[config.mk]
export PLATFORM = sky130hd
export DESIGN_NAME = categorical_inverse_cdf_sampler_unit_flat
export DESIGN_NICKNAME = d
export VERILOG_FILES = /design/src/rtl/cics_pkg.sv /design/src/rtl/cics_in_if.sv /design/src/rtl/cics_out_if.sv /design/src/rtl/cics_cum_ram.sv /design/src/rtl/categorical_inverse_cdf_sampler_unit.sv /design/src/flat_wrapper.sv
export SDC_FILE = /design/constraint.sdc
export NUM_CORES = 2
export LEC_CHECK = 0
export ABC_AREA = 0
export ABC_CLOCK_PERIOD_IN_PS = 9420
export BUFFER_PORTS_ARGS = -buffer_cell sky130_fd_sc_hd__clkbuf_2
export CELL_PAD_IN_SITES_DETAIL_PLACEMENT = 1
export CELL_PAD_IN_SITES_GLOBAL_PLACEMENT = 1
export CORE_ASPECT_RATIO = 1.2
export CORE_MARGIN = 2
export CORE_UTILIZATION = 48
export CTS_CLUSTER_DIAMETER = 80
export DETAILED_ROUTE_END_ITERATION = 6
export HOLD_SLACK_MARGIN = 0.1
export PLACE_DENSITY = 0.82
export SKIP_LAST_GASP = 1
export SYNTH_ARGS = -nofsm -noshare
export SYNTH_HDL_FRONTEND = slang
export SYNTH_HIERARCHICAL = 1
export SYNTH_SLANG_ARGS = --single-unit
[constraint.sdc]
create_clock -name clk -period 9.42 [get_ports clk]
set_clock_uncertainty 0.15 [all_clocks]
set_input_delay 0.942 -clock clk [delete_from_list [all_inputs] [get_ports clk]]
set_output_delay 0.942 -clock clk [all_outputs]
set_load 0.1 [all_outputs]
[src/rtl/cics_pkg.sv]
// ----------------------------------------------------------------------------
// Categorical sampler package
// Field widths, register indexes and codes shared by the sampler files.
// ----------------------------------------------------------------------------
package cics_pkg;

  localparam int MAX_BINS_DEF    = 64;
  localparam int BIN_FIELD_LIMIT = 64;

  localparam int BIN_W      = 6;
  localparam int WEIGHT_W   = 16;
  localparam int UNIF_W     = 32;
  localparam int CUM_W      = 22;
  localparam int COUNT_W    = 7;
  localparam int CHOSEN_W   = 7;
  localparam int CFG_IDX_W  = 1;
  localparam int CFG_DATA_W = 7;
  localparam int PROD_W     = UNIF_W + CUM_W;

  // Configuration register indexes.
  localparam logic [CFG_IDX_W-1:0] CFG_BINS_IN_USE = 1'd0;
  localparam logic [CFG_IDX_W-1:0] CFG_INDEX_BASE  = 1'd1;

  // Request codes.
  localparam logic REQ_LOAD = 1'b0;
  localparam logic REQ_DRAW = 1'b1;

  // Status codes.
  localparam logic STATUS_OK   = 1'b0;
  localparam logic STATUS_ZERO = 1'b1;

endpackage

[src/rtl/cics_in_if.sv]
// ----------------------------------------------------------------------------
// Sampler request channel
// Valid/ready channel carrying one load or draw request word.
// ----------------------------------------------------------------------------
interface cics_in_if;
  logic                              valid;
  logic                              ready;
  logic                              req_type;
  logic [cics_pkg::BIN_W-1:0]        bin_number;
  logic [cics_pkg::WEIGHT_W-1:0]     weight;
  logic [cics_pkg::UNIF_W-1:0]       uniform;

  modport source (output valid, req_type, bin_number, weight, uniform, input ready);
  modport sink   (input valid, req_type, bin_number, weight, uniform, output ready);
endinterface

[src/rtl/cics_out_if.sv]
// ----------------------------------------------------------------------------
// Sampler result channel
// Valid/ready channel carrying one draw result word.
// ----------------------------------------------------------------------------
interface cics_out_if;
  logic                              valid;
  logic                              ready;
  logic [cics_pkg::CHOSEN_W-1:0]     chosen_bin;
  logic                              status;

  modport source (output valid, chosen_bin, status, input ready);
  modport sink   (input valid, chosen_bin, status, output ready);
endinterface

[src/rtl/cics_cum_ram.sv]
// ----------------------------------------------------------------------------
// Cumulative weight memory
// One write port and one read port with registered read data.
// ----------------------------------------------------------------------------
module cics_cum_ram #(
  parameter int DEPTH = cics_pkg::MAX_BINS_DEF,
  parameter int AW    = $clog2(cics_pkg::MAX_BINS_DEF)
) (
  input  logic                        clk,
  input  logic                        wr_en,
  input  logic [AW-1:0]               wr_addr,
  input  logic [cics_pkg::CUM_W-1:0]  wr_data,
  input  logic [AW-1:0]               rd_addr,
  output logic [cics_pkg::CUM_W-1:0]  rd_data
);

  logic [cics_pkg::CUM_W-1:0] mem [DEPTH];
  logic [cics_pkg::CUM_W-1:0] rd_data_r;

  always_ff @(posedge clk) begin
    if (wr_en) begin
      mem[wr_addr] <= wr_data;
    end
    rd_data_r <= mem[rd_addr];
  end

  assign rd_data = rd_data_r;

endmodule

[src/rtl/categorical_inverse_cdf_sampler_unit.sv]
// ----------------------------------------------------------------------------
// Categorical inverse-CDF sampler
// Loads bin weights as a running cumulative sum and draws bins by linear search.
// ----------------------------------------------------------------------------
// The block takes one request word at a time and drops ready until that word
// is finished. A load word (req_type 0) adds its weight to the cumulative weight
// of the bin below it, saturating at 2^22 - 1, and stores the sum for its own
// bin; it gives no result, and the next word can be accepted after ST_LD_RD and
// ST_LD_WR. A draw word (req_type 1) multiplies its uniform fraction by the total
// weight of the last bin in use and then walks the cumulative table from bin 0
// upward, one bin per cycle, until the scaled target no longer exceeds the bin's
// cumulative weight or the last bin in use is reached. A draw passes through
// ST_DR_RD, ST_DR_TOT, ST_SEARCH (skipped for a zero total) and ST_RESULT; each
// compare needs one read of the memory's single read port. If the previous
// result still waits in the output register, the draw holds in ST_RESULT until
// that word is collected. A finished result sits in an output register, so a new
// word is taken while it waits to be collected. A zero total returns status 1
// with chosen_bin 0. Weights are meant to be loaded in ascending bin order; the
// cumulative memory holds no defined value until a bin is loaded. The user must
// write configuration only while the block is idle; the block does not enforce it.
module categorical_inverse_cdf_sampler_unit #(
  parameter int MAX_BINS = cics_pkg::MAX_BINS_DEF
) (
  input  logic                                clk,
  input  logic                                rst_n,
  cics_in_if.sink                             in_ch,
  cics_out_if.source                          out_ch,
  input  logic                                cfg_we,
  input  logic [cics_pkg::CFG_IDX_W-1:0]      cfg_index,
  input  logic [cics_pkg::CFG_DATA_W-1:0]     cfg_wdata
);

  localparam int AW      = $clog2(MAX_BINS);
  localparam int CAP_INT = (MAX_BINS < cics_pkg::BIN_FIELD_LIMIT) ?
                           MAX_BINS : cics_pkg::BIN_FIELD_LIMIT;
  localparam logic [cics_pkg::COUNT_W-1:0] ACTIVE_CAP = cics_pkg::COUNT_W'(CAP_INT);

  // Sequencer states, one-hot.
  typedef enum logic [6:0] {
    ST_IDLE   = 7'b0000001,
    ST_LD_RD  = 7'b0000010,
    ST_LD_WR  = 7'b0000100,
    ST_DR_RD  = 7'b0001000,
    ST_DR_TOT = 7'b0010000,
    ST_SEARCH = 7'b0100000,
    ST_RESULT = 7'b1000000
  } state_t;

  state_t state_r, state_nxt;

  // Configuration registers.
  logic [cics_pkg::COUNT_W-1:0]  bins_cfg_r, bins_cfg_nxt;
  logic                          base_r, base_nxt;

  // Request payload captured at acceptance.
  logic [cics_pkg::BIN_W-1:0]    bin_r, bin_nxt;
  logic [cics_pkg::WEIGHT_W-1:0] weight_r, weight_nxt;
  logic [cics_pkg::UNIF_W-1:0]   uniform_r, uniform_nxt;
  logic [cics_pkg::COUNT_W-1:0]  nbins_r, nbins_nxt;

  // Search datapath.
  logic [cics_pkg::COUNT_W-1:0]  k_r, k_nxt;
  logic [cics_pkg::PROD_W-1:0]   target_r, target_nxt;
  logic [cics_pkg::CHOSEN_W-1:0] res_bin_r, res_bin_nxt;
  logic                          res_status_r, res_status_nxt;

  // Output register.
  logic                          out_valid_r, out_valid_nxt;
  logic [cics_pkg::CHOSEN_W-1:0] out_bin_r, out_bin_nxt;
  logic                          out_status_r, out_status_nxt;

  // Memory ports.
  logic                          ram_we;
  logic [AW-1:0]                 ram_waddr;
  logic [cics_pkg::CUM_W-1:0]    ram_wdata;
  logic [AW-1:0]                 ram_raddr;
  logic [cics_pkg::CUM_W-1:0]    ram_rdata;

  logic                          accept;
  logic                          slot_free;
  logic [cics_pkg::COUNT_W-1:0]  active_bins;
  logic                          load_in_range;
  logic [cics_pkg::CUM_W-1:0]    prev_cum;
  logic [cics_pkg::CUM_W:0]      load_sum;
  logic                          hit;
  logic [cics_pkg::COUNT_W-1:0]  k_prev;

  assign in_ch.ready = (state_r == ST_IDLE);
  assign accept      = in_ch.valid && in_ch.ready;
  assign slot_free   = !out_valid_r || out_ch.ready;

  // Bins in use: zero counts as one, anything above the storage is clamped.
  always_comb begin
    if (bins_cfg_r == '0) begin
      active_bins = cics_pkg::COUNT_W'(1);
    end else if (bins_cfg_r > ACTIVE_CAP) begin
      active_bins = ACTIVE_CAP;
    end else begin
      active_bins = bins_cfg_r;
    end
  end

  // Load arithmetic: previous cumulative weight plus the new weight, saturated.
  assign load_in_range = (32'(bin_r) < MAX_BINS);
  assign prev_cum      = (bin_r == '0) ? '0 : ram_rdata;
  assign load_sum      = {1'b0, prev_cum} + (cics_pkg::CUM_W + 1)'(weight_r);

  assign ram_we    = (state_r == ST_LD_WR) && load_in_range;
  assign ram_waddr = AW'(bin_r);
  assign ram_wdata = load_sum[cics_pkg::CUM_W] ? '1 : load_sum[cics_pkg::CUM_W-1:0];

  // Search compare: the read data belongs to bin k_r - 1.
  assign k_prev = k_r - cics_pkg::COUNT_W'(1);
  assign hit    = (target_r <= {ram_rdata, cics_pkg::UNIF_W'(0)});

  // Read address for the memory; the data appears in the following cycle.
  always_comb begin
    unique case (state_r)
      ST_LD_RD:  ram_raddr = AW'(bin_r - cics_pkg::BIN_W'(1));
      ST_DR_RD:  ram_raddr = AW'(nbins_r - cics_pkg::COUNT_W'(1));
      ST_SEARCH: ram_raddr = AW'(k_r);
      default:   ram_raddr = '0;
    endcase
  end

  // Configuration writes.
  always_comb begin
    bins_cfg_nxt = bins_cfg_r;
    base_nxt     = base_r;
    if (cfg_we) begin
      unique case (cfg_index)
        cics_pkg::CFG_BINS_IN_USE: bins_cfg_nxt = cfg_wdata;
        cics_pkg::CFG_INDEX_BASE:  base_nxt     = cfg_wdata[0];
        default: ;
      endcase
    end
  end

  // Sequencer.
  always_comb begin
    state_nxt      = state_r;
    bin_nxt        = bin_r;
    weight_nxt     = weight_r;
    uniform_nxt    = uniform_r;
    nbins_nxt      = nbins_r;
    k_nxt          = k_r;
    target_nxt     = target_r;
    res_bin_nxt    = res_bin_r;
    res_status_nxt = res_status_r;
    out_bin_nxt    = out_bin_r;
    out_status_nxt = out_status_r;
    out_valid_nxt  = out_valid_r && !out_ch.ready;

    unique case (state_r)
      ST_IDLE: begin
        if (accept) begin
          bin_nxt     = in_ch.bin_number;
          weight_nxt  = in_ch.weight;
          uniform_nxt = in_ch.uniform;
          nbins_nxt   = active_bins;
          state_nxt   = (in_ch.req_type == cics_pkg::REQ_DRAW) ? ST_DR_RD : ST_LD_RD;
        end
      end
      ST_LD_RD: begin
        state_nxt = ST_LD_WR;
      end
      ST_LD_WR: begin
        state_nxt = ST_IDLE;
      end
      ST_DR_RD: begin
        state_nxt = ST_DR_TOT;
      end
      ST_DR_TOT: begin
        // Read data is the total; the read issued here fetches bin 0.
        if (ram_rdata == '0) begin
          res_bin_nxt    = '0;
          res_status_nxt = cics_pkg::STATUS_ZERO;
          state_nxt      = ST_RESULT;
        end else begin
          target_nxt = cics_pkg::PROD_W'(uniform_r) * cics_pkg::PROD_W'(ram_rdata);
          k_nxt      = cics_pkg::COUNT_W'(1);
          state_nxt  = ST_SEARCH;
        end
      end
      ST_SEARCH: begin
        // The last bin in use is taken when nothing earlier satisfies the compare.
        if (hit || (k_r == nbins_r)) begin
          res_bin_nxt    = cics_pkg::CHOSEN_W'(k_prev) + cics_pkg::CHOSEN_W'(base_r);
          res_status_nxt = cics_pkg::STATUS_OK;
          state_nxt      = ST_RESULT;
        end else begin
          k_nxt = k_r + cics_pkg::COUNT_W'(1);
        end
      end
      ST_RESULT: begin
        if (slot_free) begin
          out_valid_nxt  = 1'b1;
          out_bin_nxt    = res_bin_r;
          out_status_nxt = res_status_r;
          state_nxt      = ST_IDLE;
        end
      end
      default: begin
        state_nxt = ST_IDLE;
      end
    endcase
  end

  // Control registers.
  always_ff @(posedge clk) begin
    if (!rst_n) begin
      state_r     <= ST_IDLE;
      bins_cfg_r  <= cics_pkg::COUNT_W'(1);
      base_r      <= 1'b0;
      out_valid_r <= 1'b0;
    end else begin
      state_r     <= state_nxt;
      bins_cfg_r  <= bins_cfg_nxt;
      base_r      <= base_nxt;
      out_valid_r <= out_valid_nxt;
    end
  end

  // Payload registers.
  always_ff @(posedge clk) begin
    bin_r        <= bin_nxt;
    weight_r     <= weight_nxt;
    uniform_r    <= uniform_nxt;
    nbins_r      <= nbins_nxt;
    k_r          <= k_nxt;
    target_r     <= target_nxt;
    res_bin_r    <= res_bin_nxt;
    res_status_r <= res_status_nxt;
    out_bin_r    <= out_bin_nxt;
    out_status_r <= out_status_nxt;
  end

  assign out_ch.valid      = out_valid_r;
  assign out_ch.chosen_bin = out_bin_r;
  assign out_ch.status     = out_status_r;

  cics_cum_ram #(
    .DEPTH (MAX_BINS),
    .AW    (AW)
  ) u_cum_ram (
    .clk     (clk),
    .wr_en   (ram_we),
    .wr_addr (ram_waddr),
    .wr_data (ram_wdata),
    .rd_addr (ram_raddr),
    .rd_data (ram_rdata)
  );

endmodule

[src/flat_wrapper.sv]
// flat-port wrapper written by rule: the top's interface ports become plain ports
module categorical_inverse_cdf_sampler_unit_flat 
#(
  parameter int MAX_BINS = cics_pkg::MAX_BINS_DEF
)
  (clk, rst_n, cfg_we, cfg_index, cfg_wdata, in_ch_valid, in_ch_req_type, in_ch_bin_number, in_ch_weight, in_ch_uniform, in_ch_ready, out_ch_valid, out_ch_chosen_bin, out_ch_status, out_ch_ready);
  cics_in_if in_ch_i ();
  cics_out_if out_ch_i ();
  input  logic clk;
  input  logic rst_n;
  input  logic cfg_we;
  input  logic [cics_pkg::CFG_IDX_W-1:0] cfg_index;
  input  logic [cics_pkg::CFG_DATA_W-1:0] cfg_wdata;
  input wire logic [$bits(in_ch_i.valid)-1:0] in_ch_valid;
  input wire logic [$bits(in_ch_i.req_type)-1:0] in_ch_req_type;
  input wire logic [$bits(in_ch_i.bin_number)-1:0] in_ch_bin_number;
  input wire logic [$bits(in_ch_i.weight)-1:0] in_ch_weight;
  input wire logic [$bits(in_ch_i.uniform)-1:0] in_ch_uniform;
  output wire logic [$bits(in_ch_i.ready)-1:0] in_ch_ready;
  output wire logic [$bits(out_ch_i.valid)-1:0] out_ch_valid;
  output wire logic [$bits(out_ch_i.chosen_bin)-1:0] out_ch_chosen_bin;
  output wire logic [$bits(out_ch_i.status)-1:0] out_ch_status;
  input wire logic [$bits(out_ch_i.ready)-1:0] out_ch_ready;
  assign in_ch_i.valid = in_ch_valid;
  assign in_ch_i.req_type = in_ch_req_type;
  assign in_ch_i.bin_number = in_ch_bin_number;
  assign in_ch_i.weight = in_ch_weight;
  assign in_ch_i.uniform = in_ch_uniform;
  assign in_ch_ready = in_ch_i.ready;
  assign out_ch_valid = out_ch_i.valid;
  assign out_ch_chosen_bin = out_ch_i.chosen_bin;
  assign out_ch_status = out_ch_i.status;
  assign out_ch_i.ready = out_ch_ready;
  categorical_inverse_cdf_sampler_unit #(.MAX_BINS(MAX_BINS)) u_core (.clk(clk), .rst_n(rst_n), .in_ch(in_ch_i), .out_ch(out_ch_i), .cfg_we(cfg_we), .cfg_index(cfg_index), .cfg_wdata(cfg_wdata));
endmodule
==> flow_metrics.env <==
export IMPL_synth_flop_cell="edfxtp_1"
export IMPL_syn_area_um2=83640
export IMPL_ant_nets=0
export IMPL_clkLatencyLatePin_ps=820
export IMPL_fin_nets=6369
export IMPL_min_path_type="input pin to flop"
export IMPL_dieArea_um2=177600
export IMPL_mostFrequentLayoutCell="edfxtp_1"
export IMPL_drive_gt1_share_pct=16.30
export IMPL_synth_edf_count=1546
export IMPL_min_period_ps=8148
export IMPL_clk_pin_slew_ps=60
export IMPL_crit_path_start_kind="flop"
export IMPL_end_kind="flop"
export IMPL_status="completed"
export IMPL_overflow=0
export IMPL_max_cap_violations=0
export IMPL_slew_headroom_pct=8.921
export IMPL_start_util_pct=48.40
export IMPL_final_area_um2=92240
export IMPL_critPathKind="flop to flop"
export IMPL_synth_top_family_by_area="adder cells"
export IMPL_die_h_um=461.3
export IMPL_grt_max_degree=119
export IMPL_yosysWarnings=6
export IMPL_rsz0062_at_grt="no"
export IMPL_fin_crit_sh_pct=86.50
export IMPL_grt_pass1_vias=54495
export IMPL_tns_ps=0
export IMPL_die_w_um=385.1
export IMPL_clock_root_buffer="clkbuf_16"
export IMPL_antenna_found_initial=10
export IMPL_dpl_hpwl_um=156700
export IMPL_synthSimpleGateAreaFrac_pct=6.871
export IMPL_ys_seq_area_share_pct=56.41
export IMPL_cts_tree="yes"
export IMPL_synth_seq_cells=1584
export IMPL_cts_sinks=1584
export IMPL_synthMuxAreaShare_pct=10.62
export IMPL_synth_xor_area_share_pct=0.9006
export IMPL_core_area_um2=172800
export IMPL_drc=0
export IMPL_grtUsageTotal_pct=28.94
export IMPL_drt_iter0_markers=5808
export IMPL_synthAdderAreaFrac_pct=17.47
export IMPL_synth_async_reset_ratio_pct=0
export IMPL_worstMarginPinSlew_ps=1366
export IMPL_cts_htree_levels=4
export IMPL_required_ps=9800
export IMPL_syn_num_nets=6292
export IMPL_timing_fmax_ghz=0.1227
export IMPL_hold_viol=0
export IMPL_drtPass1Iterations=6
export IMPL_clock_path_buffers=3
export IMPL_globalplace_congestion=0.9271
export IMPL_grt_pass1_wl_um=371800
export IMPL_setup_violations=0
export IMPL_final_cell_mix="1546 x edfxtp_1, 598 x fa_1, 587 x inv_1"
export IMPL_port_buffers=77
export IMPL_cts_resized=0
export IMPL_ys_types=78
export IMPL_cp_data_arrival_time_ps=8530
export IMPL_path_max_fanout=23
export IMPL_cts_buffers=159
export IMPL_synthCells=5415
export IMPL_synth_compound_area_share_pct=3.535
export IMPL_finalWirelength_um=251800
export IMPL_top_level_ports=78
export IMPL_cts_setup_buffers=0
export IMPL_wl_per_cell_um=31.84
export IMPL_slew_violations=0
export IMPL_vias_per_cell=6.257
export IMPL_avgSynthCellArea_um2=15.45
export IMPL_dr_total_vias=49486
export IMPL_area_growth_pct=10.29
export IMPL_hold_ws_ps=176.3
export IMPL_num_rows=167
export IMPL_holdBufCountCts=0
export IMPL_fin_util_pct=53.38
export IMPL_place_area_um2=87120
==> path summary, 6_finish.rpt <==
check                                                              to  cells after the start  slack [ps]                                  from
worst max-delay path                    u_core/target_r[52]$_DFFE_PP_                     21        1270  u_core/u_cum_ram/rd_data[18]$_DFF_P_
worst max register to register          u_core/target_r[52]$_DFFE_PP_                     21        1270  u_core/u_cum_ram/rd_data[18]$_DFF_P_
worst min-delay path                    u_core/weight_r[12]$_DFFE_PP_                      1         180                      in_ch_weight[12]
worst min register to register  u_core/out_ch.chosen_bin[2]$_DFFE_PP_                      0         270     u_core/res_bin_r[2]$_SDFFCE_PP0P_
==> worst max-delay path, stage by stage, from the launching register on <==
cell and delay, ps:
dfxtp_1 980, buf_4 540, and2_1 210, fa_1 410
inv_1 90, fa_1 380, inv_1 90, fa_1 440
fa_1 540, fa_1 440, fa_1 560, fa_1 450
ha_1 400, a21oi_1 340, o21ai_0 150, a221oi_1 450
o21ai_0 170, a21oi_2 300, o311ai_1 200, a21oi_1 280
o21ai_0 150, xnor2_1 150
==> cells in the mapped netlist (7+ instances only) <==
| cell type | instances | area, um2 |
|---|---|---|
| o21a_1 | 13 | 97.59 |
| nor4_1 | 14 | 87.58 |
| edfxtp_1 | 1546 | 46420 |
| o22ai_1 | 12 | 75.07 |
| and2_1 | 328 | 2052 |
| or2_2 | 7 | 43.79 |
| buf_1 | 8 | 30.03 |
| a31oi_1 | 14 | 87.58 |
| a22oi_1 | 44 | 330.3 |
| mux2_2 | 12 | 135.1 |
| a211oi_1 | 18 | 135.1 |
| fa_1 | 598 | 11970 |
| o221ai_1 | 14 | 122.6 |
| and3_1 | 16 | 100.1 |
| buf_4 | 32 | 240.2 |
| dfxtp_1 | 38 | 760.7 |
| inv_1 | 588 | 2207 |
| a21oi_1 | 79 | 395.4 |
| nor3_1 | 18 | 90.09 |
| o21bai_1 | 10 | 75.07 |
| clkbuf_1 | 213 | 799.5 |
| nand4_1 | 17 | 106.4 |
| nor2_1 | 154 | 578.1 |
| a21o_1 | 50 | 375.4 |
| buf_2 | 42 | 210.2 |
| nor2b_1 | 38 | 237.7 |
| nand2_1 | 491 | 1843 |
| xor2_1 | 36 | 315.3 |
| xnor2_1 | 50 | 437.9 |
| mux2i_1 | 82 | 820.8 |
| nand3b_1 | 9 | 67.56 |
| nand3_1 | 56 | 280.3 |
| o21ai_0 | 66 | 330.3 |
| nand2b_1 | 16 | 100.1 |
| ha_1 | 211 | 2640 |
| mux4_2 | 352 | 7928 |
| a22o_1 | 22 | 192.7 |
| a211o_1 | 7 | 61.31 |
| a221oi_1 | 23 | 201.4 |
==> through the flow <==
| step | setup slack [ps] | cells |
|---|---|---|
| 2_1_floorplan | 2480 | 5415 |
| 3_3_place_gp | 1529 | 7612 |
| 3_5_place_dp | 1460 | 7612 |
| 4_1_cts | 1352 | 7901 |
| 5_1_grt | 1040 | 7902 |
| 6_report | 1272 | 7909 |
==> sequential cells by signal, summed over array words and instances, names as in the netlist, 16 cells and up <==
name	count
u_core/u_cum_ram/mem	1408
u_core/target_r	54
u_core/uniform_r	32
u_core/u_cum_ram/rd_data	22
u_core/weight_r	16
==> cell type report <==
class                   count  area, um2
well taps                2281       2854
flip-flops and latches   1584      47190
fillers                 16208      80560
repair buffers            213       1481
clock inverters            70      720.7
clock buffers             219       4382
multi-input cells        2946      33390
diodes                      8      20.02
inverters                 588       2207
==> routing by layer <==
layer  vias to the layer above  global-route usage (%)  part of all wire [%]
li1                      19522                       -                     -
met2                      3144                   47.89                    49
met1                     26078                   36.42                    36
met3                       736                   5.914                   9.7
met4                         6                   14.15                   5.3
met5                         -                       0                 0.020
==> logic make-up (layout without fill, tap and decap cells) <==
logic type	after synthesis	count (layout)
adder cells (fa/ha/maj)	809	809
XOR/XNOR	86	86
flip-flops	1584	1584
other	0	8
buffers and inverters	885	1090
multiplexers	446	446
AND/OR/NAND/NOR	1183	1183
AO/OA/AOI/OAI	422	422
Power is left out: the tool's default activity adds up to more than one toggle a clock period on the data nets, which glitch-free logic cannot reach.
